--- src/rtl/tpq_pkg.sv ---
// Shared types and constants for the three-level priority task queue.
// Holds request and response word layouts, request, level and status codes.
// No dependencies.
package tpq_pkg;

   localparam int QUEUE_DEPTH = 16;
   localparam int TASK_BITS   = 16;
   localparam int LIMIT_BITS  = 8;
   localparam int LEVELS      = 3;

   localparam logic [LIMIT_BITS-1:0] STREAK_LIMIT_RESET = 8'd4;

   localparam logic [1:0] REQ_ENQUEUE = 2'd0;
   localparam logic [1:0] REQ_DEQUEUE = 2'd1;
   localparam logic [1:0] REQ_STOP    = 2'd2;

   localparam logic [1:0] LVL_HIGH    = 2'd0;
   localparam logic [1:0] LVL_NORMAL  = 2'd1;
   localparam logic [1:0] LVL_LOW     = 2'd2;

   localparam logic [2:0] ST_ENQUEUED    = 3'd0;
   localparam logic [2:0] ST_REF_STOPPED = 3'd1;
   localparam logic [2:0] ST_REF_FULL    = 3'd2;
   localparam logic [2:0] ST_GIVEN       = 3'd3;
   localparam logic [2:0] ST_EMPTY       = 3'd4;
   localparam logic [2:0] ST_STOPPED     = 3'd5;

   typedef struct packed {
      logic [1:0]           req_type;
      logic [1:0]           priority_req;
      logic [TASK_BITS-1:0] task_id;
   } req_word_type;

   typedef struct packed {
      logic [2:0]           status;
      logic [TASK_BITS-1:0] task_id_out;
      logic [1:0]           served_priority;
   } rsp_word_type;

endpackage

--- src/rtl/tpq_fifo.sv ---
// One level's handle FIFO: circular store with head and count.
// Head word is prefetched into a register, with bypass on a push to an empty queue.
// Depends on tpq_pkg.
module tpq_fifo #(
   parameter int QUEUE_DEPTH = tpq_pkg::QUEUE_DEPTH
) (
   input  logic                           clock,
   input  logic                           reset,
   input  logic                           push,
   input  logic                           pop,
   input  logic [tpq_pkg::TASK_BITS-1:0]  wr_data,
   output logic [tpq_pkg::TASK_BITS-1:0]  head_data,
   output logic                           empty,
   output logic                           full
);

   localparam int PTR_W = (QUEUE_DEPTH > 1) ? $clog2(QUEUE_DEPTH) : 1;
   localparam int CNT_W = $clog2(QUEUE_DEPTH + 1);
   localparam int SUM_W = CNT_W + 1;

   logic [tpq_pkg::TASK_BITS-1:0] mem [QUEUE_DEPTH];
   logic [tpq_pkg::TASK_BITS-1:0] head_data_ff;
   logic [PTR_W-1:0]              head_ff, head_in, tail;
   logic [CNT_W-1:0]              count_ff, count_in;
   logic [SUM_W-1:0]              tail_sum;

   always_comb begin
      tail_sum = SUM_W'(head_ff) + SUM_W'(count_ff);
      if (tail_sum >= SUM_W'(QUEUE_DEPTH)) begin
         tail = PTR_W'(tail_sum - SUM_W'(QUEUE_DEPTH));
      end else begin
         tail = PTR_W'(tail_sum);
      end
   end

   always_comb begin
      head_in  = head_ff;
      count_in = count_ff;
      if (pop) begin
         if (head_ff == PTR_W'(QUEUE_DEPTH - 1)) begin
            head_in = '0;
         end else begin
            head_in = head_ff + PTR_W'(1);
         end
         count_in = count_ff - CNT_W'(1);
      end else if (push) begin
         count_in = count_ff + CNT_W'(1);
      end
   end

   always_ff @(posedge clock) begin
      if (reset) begin
         head_ff  <= '0;
         count_ff <= '0;
      end else begin
         head_ff  <= head_in;
         count_ff <= count_in;
      end
   end

   always_ff @(posedge clock) begin
      if (push) begin
         mem[tail] <= wr_data;
      end
   end

   // prefetch the next head word; bypass when the push lands on it
   always_ff @(posedge clock) begin
      if (push && (tail == head_in)) begin
         head_data_ff <= wr_data;
      end else begin
         head_data_ff <= mem[head_in];
      end
   end

   assign head_data = head_data_ff;
   assign empty     = (count_ff == '0);
   assign full      = (count_ff == CNT_W'(QUEUE_DEPTH));

endmodule

--- src/rtl/three_level_priority_task_queue_unit.sv ---
// Top level of the three-level priority task queue with starvation limit.
// Holds input and result registers, the grant decision and the streak and stop state.
// Depends on tpq_pkg and tpq_fifo.
//
//   channel  direction  ports                               word
//   req      in         req_valid, req_ready, req_data      tpq_pkg::req_word_type
//   rsp      out        rsp_valid, rsp_ready, rsp_data      tpq_pkg::rsp_word_type
//   csr      in         csr_wen, csr_wdata                  high streak limit
//
// One word in and one word out per cycle while the receiver is ready; the request
// word is registered in the input register and the result word in the result register.
// The decision, one FIFO push or pop and the streak update sit in one stage.
// Reset is synchronous: FIFOs empty, streak zero, not stopped, limit four.
// A stalled result holds the stage; a new request is still taken while the
// input register is empty or moving on.
module three_level_priority_task_queue_unit #(
   parameter int QUEUE_DEPTH = tpq_pkg::QUEUE_DEPTH
) (
   input  logic                                clock,
   input  logic                                reset,
   input  logic                                req_valid,
   output logic                                req_ready,
   input  tpq_pkg::req_word_type               req_data,
   output logic                                rsp_valid,
   input  logic                                rsp_ready,
   output tpq_pkg::rsp_word_type               rsp_data,
   input  logic                                csr_wen,
   input  logic [tpq_pkg::LIMIT_BITS-1:0]      csr_wdata
);

   logic                          req_vld_ff;
   tpq_pkg::req_word_type         req_word_ff;
   logic                          rsp_vld_ff;
   tpq_pkg::rsp_word_type         rsp_word_ff, rsp_word_in;
   logic [tpq_pkg::LIMIT_BITS-1:0] limit_ff;
   logic [tpq_pkg::LIMIT_BITS-1:0] streak_ff, streak_in;
   logic                          stopped_ff, stopped_in;
   logic                          advance;
   logic [1:0]                    lvl, pick;
   logic                          have;

   logic [tpq_pkg::LEVELS-1:0]    push, pop, empty, full;
   logic [tpq_pkg::TASK_BITS-1:0] head_data [tpq_pkg::LEVELS];

   assign advance   = req_vld_ff && (!rsp_vld_ff || rsp_ready);
   assign req_ready = !req_vld_ff || advance;

   always_ff @(posedge clock) begin
      if (reset) begin
         req_vld_ff <= 1'b0;
      end else if (req_ready) begin
         req_vld_ff <= req_valid;
      end
   end

   always_ff @(posedge clock) begin
      if (req_ready && req_valid) begin
         req_word_ff <= req_data;
      end
   end

   genvar g;
   generate
      for (g = 0; g < tpq_pkg::LEVELS; g++) begin : g_level
         tpq_fifo #(
            .QUEUE_DEPTH (QUEUE_DEPTH)
         ) u_fifo (
            .clock     (clock),
            .reset     (reset),
            .push      (push[g]),
            .pop       (pop[g]),
            .wr_data   (req_word_ff.task_id),
            .head_data (head_data[g]),
            .empty     (empty[g]),
            .full      (full[g])
         );
      end
   endgenerate

   // saturate the level code to low
   assign lvl = (req_word_ff.priority_req > tpq_pkg::LVL_LOW) ? tpq_pkg::LVL_LOW
                                                              : req_word_ff.priority_req;

   always_comb begin
      have      = 1'b1;
      pick      = tpq_pkg::LVL_HIGH;
      streak_in = streak_ff;
      if (!empty[tpq_pkg::LVL_HIGH]) begin
         if (streak_ff < limit_ff) begin
            streak_in = streak_ff + tpq_pkg::LIMIT_BITS'(1);
         end else if (!empty[tpq_pkg::LVL_NORMAL]) begin
            pick      = tpq_pkg::LVL_NORMAL;
            streak_in = '0;
         end
      end else if (!empty[tpq_pkg::LVL_NORMAL]) begin
         pick      = tpq_pkg::LVL_NORMAL;
         streak_in = '0;
      end else if (!empty[tpq_pkg::LVL_LOW]) begin
         pick = tpq_pkg::LVL_LOW;
      end else begin
         have = 1'b0;
      end
   end

   always_comb begin
      push        = '0;
      pop         = '0;
      stopped_in  = stopped_ff;
      rsp_word_in = '{status: tpq_pkg::ST_EMPTY, task_id_out: '0, served_priority: '0};
      case (req_word_ff.req_type)
         tpq_pkg::REQ_ENQUEUE: begin
            if (stopped_ff) begin
               rsp_word_in.status = tpq_pkg::ST_REF_STOPPED;
            end else if (full[lvl]) begin
               rsp_word_in.status = tpq_pkg::ST_REF_FULL;
            end else begin
               push[lvl]          = advance;
               rsp_word_in.status = tpq_pkg::ST_ENQUEUED;
            end
         end
         tpq_pkg::REQ_DEQUEUE: begin
            if (stopped_ff) begin
               rsp_word_in.status = tpq_pkg::ST_STOPPED;
            end else if (have) begin
               pop[pick]                   = advance;
               rsp_word_in.status          = tpq_pkg::ST_GIVEN;
               rsp_word_in.task_id_out     = head_data[pick];
               rsp_word_in.served_priority = pick;
            end
         end
         tpq_pkg::REQ_STOP: begin
            stopped_in         = 1'b1;
            rsp_word_in.status = tpq_pkg::ST_STOPPED;
         end
         default: begin
         end
      endcase
   end

   always_ff @(posedge clock) begin
      if (reset) begin
         streak_ff  <= '0;
         stopped_ff <= 1'b0;
      end else if (advance) begin
         stopped_ff <= stopped_in;
         if ((req_word_ff.req_type == tpq_pkg::REQ_DEQUEUE) && !stopped_ff && have) begin
            streak_ff <= streak_in;
         end
      end
   end

   always_ff @(posedge clock) begin
      if (reset) begin
         limit_ff <= tpq_pkg::STREAK_LIMIT_RESET;
      end else if (csr_wen) begin
         limit_ff <= csr_wdata;
      end
   end

   always_ff @(posedge clock) begin
      if (reset) begin
         rsp_vld_ff <= 1'b0;
      end else if (advance) begin
         rsp_vld_ff <= 1'b1;
      end else if (rsp_ready) begin
         rsp_vld_ff <= 1'b0;
      end
   end

   always_ff @(posedge clock) begin
      if (advance) begin
         rsp_word_ff <= rsp_word_in;
      end
   end

   assign rsp_valid = rsp_vld_ff;
   assign rsp_data  = rsp_word_ff;

endmodule

--- config.mk ---
export PLATFORM = sky130hd
export DESIGN_NAME = three_level_priority_task_queue_unit
export DESIGN_NICKNAME = d
export VERILOG_FILES = /design/src/rtl/tpq_pkg.sv /design/src/rtl/tpq_fifo.sv /design/src/rtl/three_level_priority_task_queue_unit.sv
export SDC_FILE = /design/constraint.sdc
export NUM_CORES = 1
export LEC_CHECK = 0
export BUFFER_PORTS_ARGS = -buffer_cell sky130_fd_sc_hd__buf_2
export CAP_MARGIN = 20
export CORE_ASPECT_RATIO = 1.4
export CORE_UTILIZATION = 55
export CTS_CLUSTER_DIAMETER = 80
export DETAILED_ROUTE_END_ITERATION = 10
export PLACE_DENSITY = 0.74
export SLEW_MARGIN = 40
export SYNTH_ARGS = -nofsm -noshare
export SYNTH_HDL_FRONTEND = slang
export SYNTH_SLANG_ARGS = --single-unit
--- constraint.sdc ---
create_clock -name clock -period 4.1 [get_ports clock]
set_input_delay 1.025 -clock clock [delete_from_list [all_inputs] [get_ports clock]]
set_output_delay 1.025 -clock clock [all_outputs]
set_load 0.05 [all_outputs]
* Word-level counts from Yosys, hierarchy flattened
Memory sizes are Yosys's and may differ from the RTL's. A register that Yosys moved wholly into a read port is not among the register bits.
Cells that the tools add are included.
** Operators by class
- Add/subtract/negate cells :: 16
- Multipliers :: 0
- Div/mod/pow operators :: 0
- $lt $le $gt $ge :: 10
- Equal/unequal tests :: 8
- Shift operators :: 0
- Muxes and demuxes :: 55
- Bitwise logic cells :: 5
- Reductions and logical operators :: 22
** Operators by type and width (count)
- 2-to-1 mux 4 bit :: 9
- binary-select mux 16 bit (select 2 bit) :: 1
- 2-to-1 mux 16 bit :: 2
- 2-to-1 mux 5 bit :: 6
- 2-to-1 mux 3 bit :: 8
- 2-to-1 mux 8 bit :: 3
- 2-to-1 mux 21 bit :: 1
- adder 4 x 5 -> 6 bit :: 3
- greater-or-equal comparator 6 x 5 -> 1 bit, second input constant :: 3
- 2-to-1 mux 1 bit :: 16
- adder 5 x 1 -> 5 bit, second input constant :: 3
- == test 5 bit, second input constant :: 3
- zero test 5 bit :: 3
- subtractor 5 x 1 -> 5 bit, second input constant :: 3
- adder 4 x 1 -> 4 bit, second input constant :: 3
- == test 4 bit, second input constant :: 3
- subtractor 4 x 1 -> 4 bit, second input constant :: 3
- 2-to-1 mux 2 bit :: 5
- one-hot mux 3 bit (3 select lines) :: 1
- adder 8 x 1 -> 8 bit, second input constant :: 1
- < comparator 8 bit :: 1
- nonzero test 2 bit :: 4
- bitwise AND 3 bit :: 2
- logical AND 1 bit :: 6
- other kinds (15) :: 23
** Word-level totals
- Register bits after elaboration :: 87
- Latch bits :: 0
- RAM bits :: 768
- ROM bits :: 0
- Bits of input ports :: 33
- Output and inout port bits :: 23
- Logic and storage cells :: 136
- Memories kept :: 3
** Memory list
- g_level[0].u_fifo.mem :: depth 16, width 16, rd ports 1, clocked after Yosys merged registers in 1, wr ports 1, line tpq_fifo.sv:21 : logic [tpq_pkg::TASK_BITS-1:0] mem [QUEUE_DEPTH];
- g_level[1].u_fifo.mem :: depth 16, width 16, rd ports 1, clocked after Yosys merged registers in 1, wr ports 1, line tpq_fifo.sv:21
- g_level[2].u_fifo.mem :: depth 16, width 16, rd ports 1, clocked after Yosys merged registers in 1, wr ports 1, line tpq_fifo.sv:21

* Depth between registers and ports, before layout
- Word-level depth :: 13
- Mapped depth :: 16
- Depth with buffers taken out :: 14

* Cells and area by module
From an unflattened synthesis, not the netlist that was laid out.
** Second synthesis, totals
- Cell total of the unflattened synthesis :: 1732
- Area, all modules :: 34067.7 sq um
** By module, submodules not included
- tpq_fifo at g_level[1].u_fifo ... :: instances 2, cells each 497, area an instance 10436.3 sq um, sequential area each 7947.6 sq um
- tpq_fifo at g_level[0].u_fifo :: instances 1, cells each 497, area an instance 10437.5 sq um, sequential area each 7947.6 sq um
- three_level_priority_task_queue_unit :: instances 1, cells each 241, area an instance 2757.6 sq um, sequential area each 1611.5 sq um

* Least setup slack after synthesis
No wires, ideal clock.
- Kind :: input to register
- From :: in rsp_ready
- To :: mem g_level[0].u_fifo.mem[0][0] (netlist name) (enable)
- Setup time :: 430 ps
- Data arrival time :: 3500 ps
- Data required time :: 3670 ps
- Slack :: 170 ps
- Cell stages on the path :: 5
- Buffers on the path :: 1
- Cell sequence :: nand2b_1 nand3_1 or3_1 buf_1 nor4_1
** On the way
- Cells in the longest elaborated chain, start to end :: 8
** RTL lines
- start: declaration :: line three_level_priority_task_queue_unit.sv:25 : input logic rsp_ready,
- logical OR 1 bit :: line three_level_priority_task_queue_unit.sv:45 : assign advance = req_vld_ff && (!rsp_vld_ff || rsp_ready);
- logical AND 1 bit :: line three_level_priority_task_queue_unit.sv:45
- bitwise AND 3 bit (no line)
- 2-to-1 mux 3 bit :: line three_level_priority_task_queue_unit.sv:114 : end else if (full[lvl]) begin
- 2-to-1 mux 3 bit :: line three_level_priority_task_queue_unit.sv:112 : if (stopped_ff) begin
- 2-to-1 mux 3 bit :: line three_level_priority_task_queue_unit.sv:110 : case (req_word_ff.req_type)
- 2-to-1 mux 1 bit :: line tpq_fifo.sv:62 : if (push) begin
- 2-to-1 mux 1 bit (implied by the code) :: line tpq_fifo.sv:63 : mem[tail] <= wr_data;
- end: declaration :: line tpq_fifo.sv:21
Every way passes these cells.

* Final worst setup path
- From :: reg streak_ff[2] (netlist name)
- To :: reg g_level[1].u_fifo.count_ff[4]
** On the way
- Cells in the longest elaborated chain, start to end :: 12
- Elaborated cells between the ends (all ways) :: 14
- Classes of those cells :: order compare: 3; mux: 8; bitwise: 1; reduce/logical: 2
** RTL lines
- start: declaration :: line three_level_priority_task_queue_unit.sv:36 : logic [tpq_pkg::LIMIT_BITS-1:0] streak_ff, streak_in;
- start signal: assignment :: line three_level_priority_task_queue_unit.sv:147 : streak_ff <= streak_in;
- < comparator 8 bit (*) :: line three_level_priority_task_queue_unit.sv:89 : if (streak_ff < limit_ff) begin
- 2-to-1 mux 1 bit (*) :: line three_level_priority_task_queue_unit.sv:89
- 2-to-1 mux 2 bit (*) :: line three_level_priority_task_queue_unit.sv:88 : if (!empty[tpq_pkg::LVL_HIGH]) begin
- < comparator 2 x 3 -> 1 bit (implied by the code) / greater-or-equal comparator 2 x 1 -> 1 bit (equally long branches) :: line three_level_priority_task_queue_unit.sv:125 : pop[pick] = advance;
- logical AND 1 bit (implied by the code) :: line three_level_priority_task_queue_unit.sv:125
- 2-to-1 mux 1 bit (implied by the code) :: line three_level_priority_task_queue_unit.sv:125
- demux 1 bit (select 2 bit) (*) :: line three_level_priority_task_queue_unit.sv:125
- bitwise AND 3 bit (no line) (*)
- 2-to-1 mux 3 bit (*) :: line three_level_priority_task_queue_unit.sv:124 : end else if (have) begin
- 2-to-1 mux 3 bit (*) :: line three_level_priority_task_queue_unit.sv:122 : if (stopped_ff) begin
- 2-to-1 mux 3 bit (*) :: line three_level_priority_task_queue_unit.sv:110
- 2-to-1 mux 5 bit / nonzero test 2 bit (equally long branches)
- end signal: assignment :: line tpq_fifo.sv:57 : count_ff <= count_in;
- end: declaration :: line tpq_fifo.sv:24 : logic [CNT_W-1:0] count_ff, count_in;
Mark *: on every way between the ends. The rest lies on a longest branch, timed or not.
A chain may end at the register's enable or synchronous reset.

==> metrics.md <==
| Metric | Value |
|---|---|
| Status | `finished, final reports clean` |
| Final #Nets | `1889` |
| Category of the most critical setup path | `flop to flop` |
| Worst hold slack after final layout | `~0.5 ns` |
| CTS H-tree depth | `3` |
| Post-detailed-route DRC marker count | `0` |
| Post-synth ARST share | `0` |
| Util after Layout | `0.6323` |
| Initial DRC count | `1702` |
| Net switching component of the power | `3.458 mW` |
| Peak supply drop | `303.3 µV` |
| Overall die area | `62920 µm²` |
| Register clock-pin slew on the reported worst setup and hold paths | `0.07 ns` |
| Post-synthesis net count | `1731` |
| Most common cell in the synthesized netlist | `sky130_fd_sc_hd__edfxtp_1` |
| Initial antenna violation count | `0` |
| Number of filler instances in the final layout | `4069` |
| Vias post-DR | `17100` |
| Area growth syn-to-layout | `13.36%` |
| Cell depth of the worst hold path | `2` |
| Vias in the first global route | `17660` |
| Clock power frac | `0.427` |
| Clock buffers created by TritonCTS | `78` |
| Number of antenna diodes | `0` |
| Multi-input gate area | `8240 µm²` |
| Post-route antenna net violation count | `0` |
| Worst Hold Class | `flop to flop` |
| Summed area of non-filler cells in the final layout | `38600 µm²` |
| Clock latency on the worst-skew pair | `around 0.64 ns` |
| Initial standard-cell utilization of the core | `0.5578` |
| Power density over cell area | `456.8 nW/µm²` |
| Count of pins over their slew limit | `0` |
| Cell depth of the worst flop-to-flop path | `15` |
| Area of the placeable core | `61050 µm²` |
| Power Internal | `around 14 mW` |
| Maximum number of pins on one net before global-route repair | `49` |
| Drt pass-1 iters | `5` |
| Highest attainable clock frequency | `293.0 MHz` |
| Final clock period utilization by the worst path | `0.8325` |
| Setup Viol. Count Final | `0` |
| Gate power share | `0.021` |
| Layout Cells excl Fill | `2705` |
| Cell count after synthesis | `~1700` |
| Cell area after synthesis | `34050 µm²` |
| Number of hold-repair buffers added at the cts stage | `0` |
| Boundary Pins | `between 50 and 60` |
| Clock Skews | `0.02216 ns` |
| Number of enable-type register cells in the synthesized netlist | `between 800 and 900` |
| Kind of end point of the critical path | `flop` |
| Reported max-cap violation count | `0` |
| Post-CTS Setup Bufs | `0` |
| Number of I/O port buffers | `55` |
| Mapped Avg Cell Area | `20.43 µm²` |
| Ranking of synthesized cells by area | `sky130_fd_sc_hd__edfxtp_1 71%, sky130_fd_sc_hd__mux4_2 14%, sky130_fd_sc_hd__dfxtp_1 3.4%, sky130_fd_sc_hd__ha_1 0.99%, sky130_fd_sc_hd__nor2_1 0.95%` |
| TritonCTS clock tree | `yes` |
| Quantity of gates resized following cts | `0` |
| Buffer type at the clock tree root | `sky130_fd_sc_hd__clkbuf_16` |
| Switching power as a share of total power | `0.1961` |
| Crit path arrival time | `between 3 and 4 ns` |
| Total area of sequential cells | `25470 µm²` |
| Yosys synthesis warning count | `0` |
| Leakage power of the design | `12.32 nW` |
| Die Span X | `212.3 µm` |
| Post-DR wirelength/cell | `27.73 µm` |
| Critical Path Source Type | `flop` |
| Data required time at the worst endpoint | `about 4.7 ns` |
| Largest area contributor in the netlist | `sky130_fd_sc_hd__edfxtp_1` |
| Detailed-route vias per instance | `6.320` |
| Detailed placement HPWL | `44.37 mm` |
| Site row count | `roughly 110` |
| Highest fanout seen on the critical path | `10` |
| Leading post-synthesis cells by instance count | `809 x sky130_fd_sc_hd__edfxtp_1, 208 x sky130_fd_sc_hd__mux4_2, 86 x sky130_fd_sc_hd__nor2_1, 58 x sky130_fd_sc_hd__dfxtp_1, 39 x sky130_fd_sc_hd__clkbuf_1` |
| Seq cells post-synth | `867` |
| Slew HR | `0.4248` |
| Weighted congestion reported at the end of routability-driven placement | `0.8514` |
| Total wire length after detailed routing | `between 70 and 80 mm` |
| Total power after layout | `17.63 mW` |
| Slew at the pin closest to its max-slew limit | `0.8628 ns` |
| Chip Height | `296.4 µm` |
| Proportion of synthesized chip area in sequential cells | `0.7476` |
| Pre-CTS worst setup slack | `0.4769 ns` |
| Number of clock sinks | `867` |
| Final worst-path setup slack | `0.6870 ns` |
| Most used flip-flop cell after synthesis | `sky130_fd_sc_hd__edfxtp_1` |
| Number of hold violations in the final report | `0` |
| Fin crit period | `about 3.4 ns` |
| Maximum clock insertion buffer count | `3` |
| Share of the synthesized area in the top cell type | `0.7135` |
| GRT Util Overall | `0.2471` |
| Placed standard-cell area | `35940 µm²` |
| Sequential share of power | `0.551` |
| Sum of negative setup slack | `0 ns` |
| Total congestion overflow after global routing | `0` |
| Setup repair after global routing missed its margin | `no` |
| Share of layout cells above drive strength 1 | `0.2897` |
| Placed Cells | `2562` |
| First-pass GRT wire length | `111.5 mm` |
| Count of cell types in the netlist | `63` |
power groups by stage:
stage | Clock (mW) | Combinational (mW) | Sequential [mW]
after global routing | 7.91 | 0.398 | 9.72
after detailed placement | 0 | 0.372 | 9.91
after floorplan | 0 | 0.124 | 10.0
final | 7.53 | 0.376 | 9.72
after CTS | 7.63 | 0.374 | 9.72
after global placement | 0 | 0.355 | 9.91
worst paths after layout:
| check | start | to | slack [ns] |
|---|---|---|---|
| min reg2reg | limit_ff[3] | limit_ff[3] | 0.50 |
| max | streak_ff[2] | g_level[1].u_fifo.count_ff[4] | 0.69 |
| max reg2reg | streak_ff[2] | g_level[1].u_fifo.count_ff[4] | 0.69 |
| min | limit_ff[3] | limit_ff[3] | 0.50 |
sequential cells by signal, indices dropped and copies added, names as in the netlist, 8 cells and up, named ones only:
register,flops
req_word_ff,20
rsp_data,21
streak_ff,8
g_level.u_fifo.head_ff,12
limit_ff,8
g_level.u_fifo.mem,768
g_level.u_fifo.count_ff,15
kinds of logic after synthesis:
logic type / share of synthesized area
XOR/XNOR: 0.006688
multiplexers: 0.1475
buffers and inverters: 0.01286
AND/OR/NAND/NOR: 0.03605
adder cells (fa/ha/maj): 0.01227
flip-flops: 0.7476
AO/OA/AOI/OAI: 0.03704
final cells by class:
| class | count | share of cell area |
|---|---|---|
| clock buffers | 98 | 0.05605 |
| well taps | 817 | 0.02648 |
| multi-input cells | 699 | 0.2135 |
| inverters | 19 | 0.001848 |
| flip-flops and latches | 867 | 0.6599 |
| clock inverters | 45 | 0.01274 |
| repair buffers | 160 | 0.02950 |
layout by cell type (no fill, tap or decap), types with 7 or more instances in the layout:
cell / instances
sky130_fd_sc_hd__ha_1: 27
sky130_fd_sc_hd__mux4_2: 208
sky130_fd_sc_hd__nand4_1: 7
sky130_fd_sc_hd__a221oi_1: 33
sky130_fd_sc_hd__xnor2_1: 17
sky130_fd_sc_hd__clkinv_1: 13
sky130_fd_sc_hd__nor4_2: 7
sky130_fd_sc_hd__nor3_2: 7
sky130_fd_sc_hd__edfxtp_1: 809
sky130_fd_sc_hd__nor2_1: 86
sky130_fd_sc_hd__a22o_1: 32
sky130_fd_sc_hd__a211oi_1: 18
sky130_fd_sc_hd__nand2b_1: 14
sky130_fd_sc_hd__bufinv_16: 10
sky130_fd_sc_hd__buf_2: 55
sky130_fd_sc_hd__nor2b_1: 8
sky130_fd_sc_hd__buf_4: 99
sky130_fd_sc_hd__a31oi_1: 8
sky130_fd_sc_hd__mux2i_1: 8
sky130_fd_sc_hd__clkbuf_16: 83
sky130_fd_sc_hd__o21ai_0: 13
sky130_fd_sc_hd__inv_1: 19
sky130_fd_sc_hd__xor2_1: 9
sky130_fd_sc_hd__a21oi_1: 19
sky130_fd_sc_hd__nor3_1: 11
sky130_fd_sc_hd__dfxtp_1: 51
sky130_fd_sc_hd__clkinv_2: 14
sky130_fd_sc_hd__nand3_1: 19
sky130_fd_sc_hd__and2_1: 16
sky130_fd_sc_hd__nand2_1: 33
sky130_fd_sc_hd__clkbuf_1: 12
sky130_fd_sc_hd__mux2_2: 23
worst max-delay path, cell delays in order, from the launching register on:
cell and delay [ns]:
sky130_fd_sc_hd__dfxtp_1 0.48, sky130_fd_sc_hd__ha_1 0.29, sky130_fd_sc_hd__o21a_1 0.13, sky130_fd_sc_hd__nor2_1 0.06, sky130_fd_sc_hd__o31a_1 0.30, sky130_fd_sc_hd__buf_4 0.17, sky130_fd_sc_hd__a211oi_2 0.39, sky130_fd_sc_hd__buf_4 0.24
sky130_fd_sc_hd__inv_1 0.07, sky130_fd_sc_hd__fa_1 0.38, sky130_fd_sc_hd__nor2b_1 0.17, sky130_fd_sc_hd__o21ai_0 0.11, sky130_fd_sc_hd__nand2b_1 0.10, sky130_fd_sc_hd__nand2_1 0.07, sky130_fd_sc_hd__and3b_1 0.20, sky130_fd_sc_hd__nor3_1 0.16
routing by layer:
layer	routed length [µm]	vias to the layer above	track usage
met4	3328	0	0.1193
met5	0	-	0
met3	5049	158	0.03241
met2	37960	774	0.4106
li1	-	7248	-
met1	28670	8915	0.3259
No activity file was read; power rests on OpenSTA's default activity.
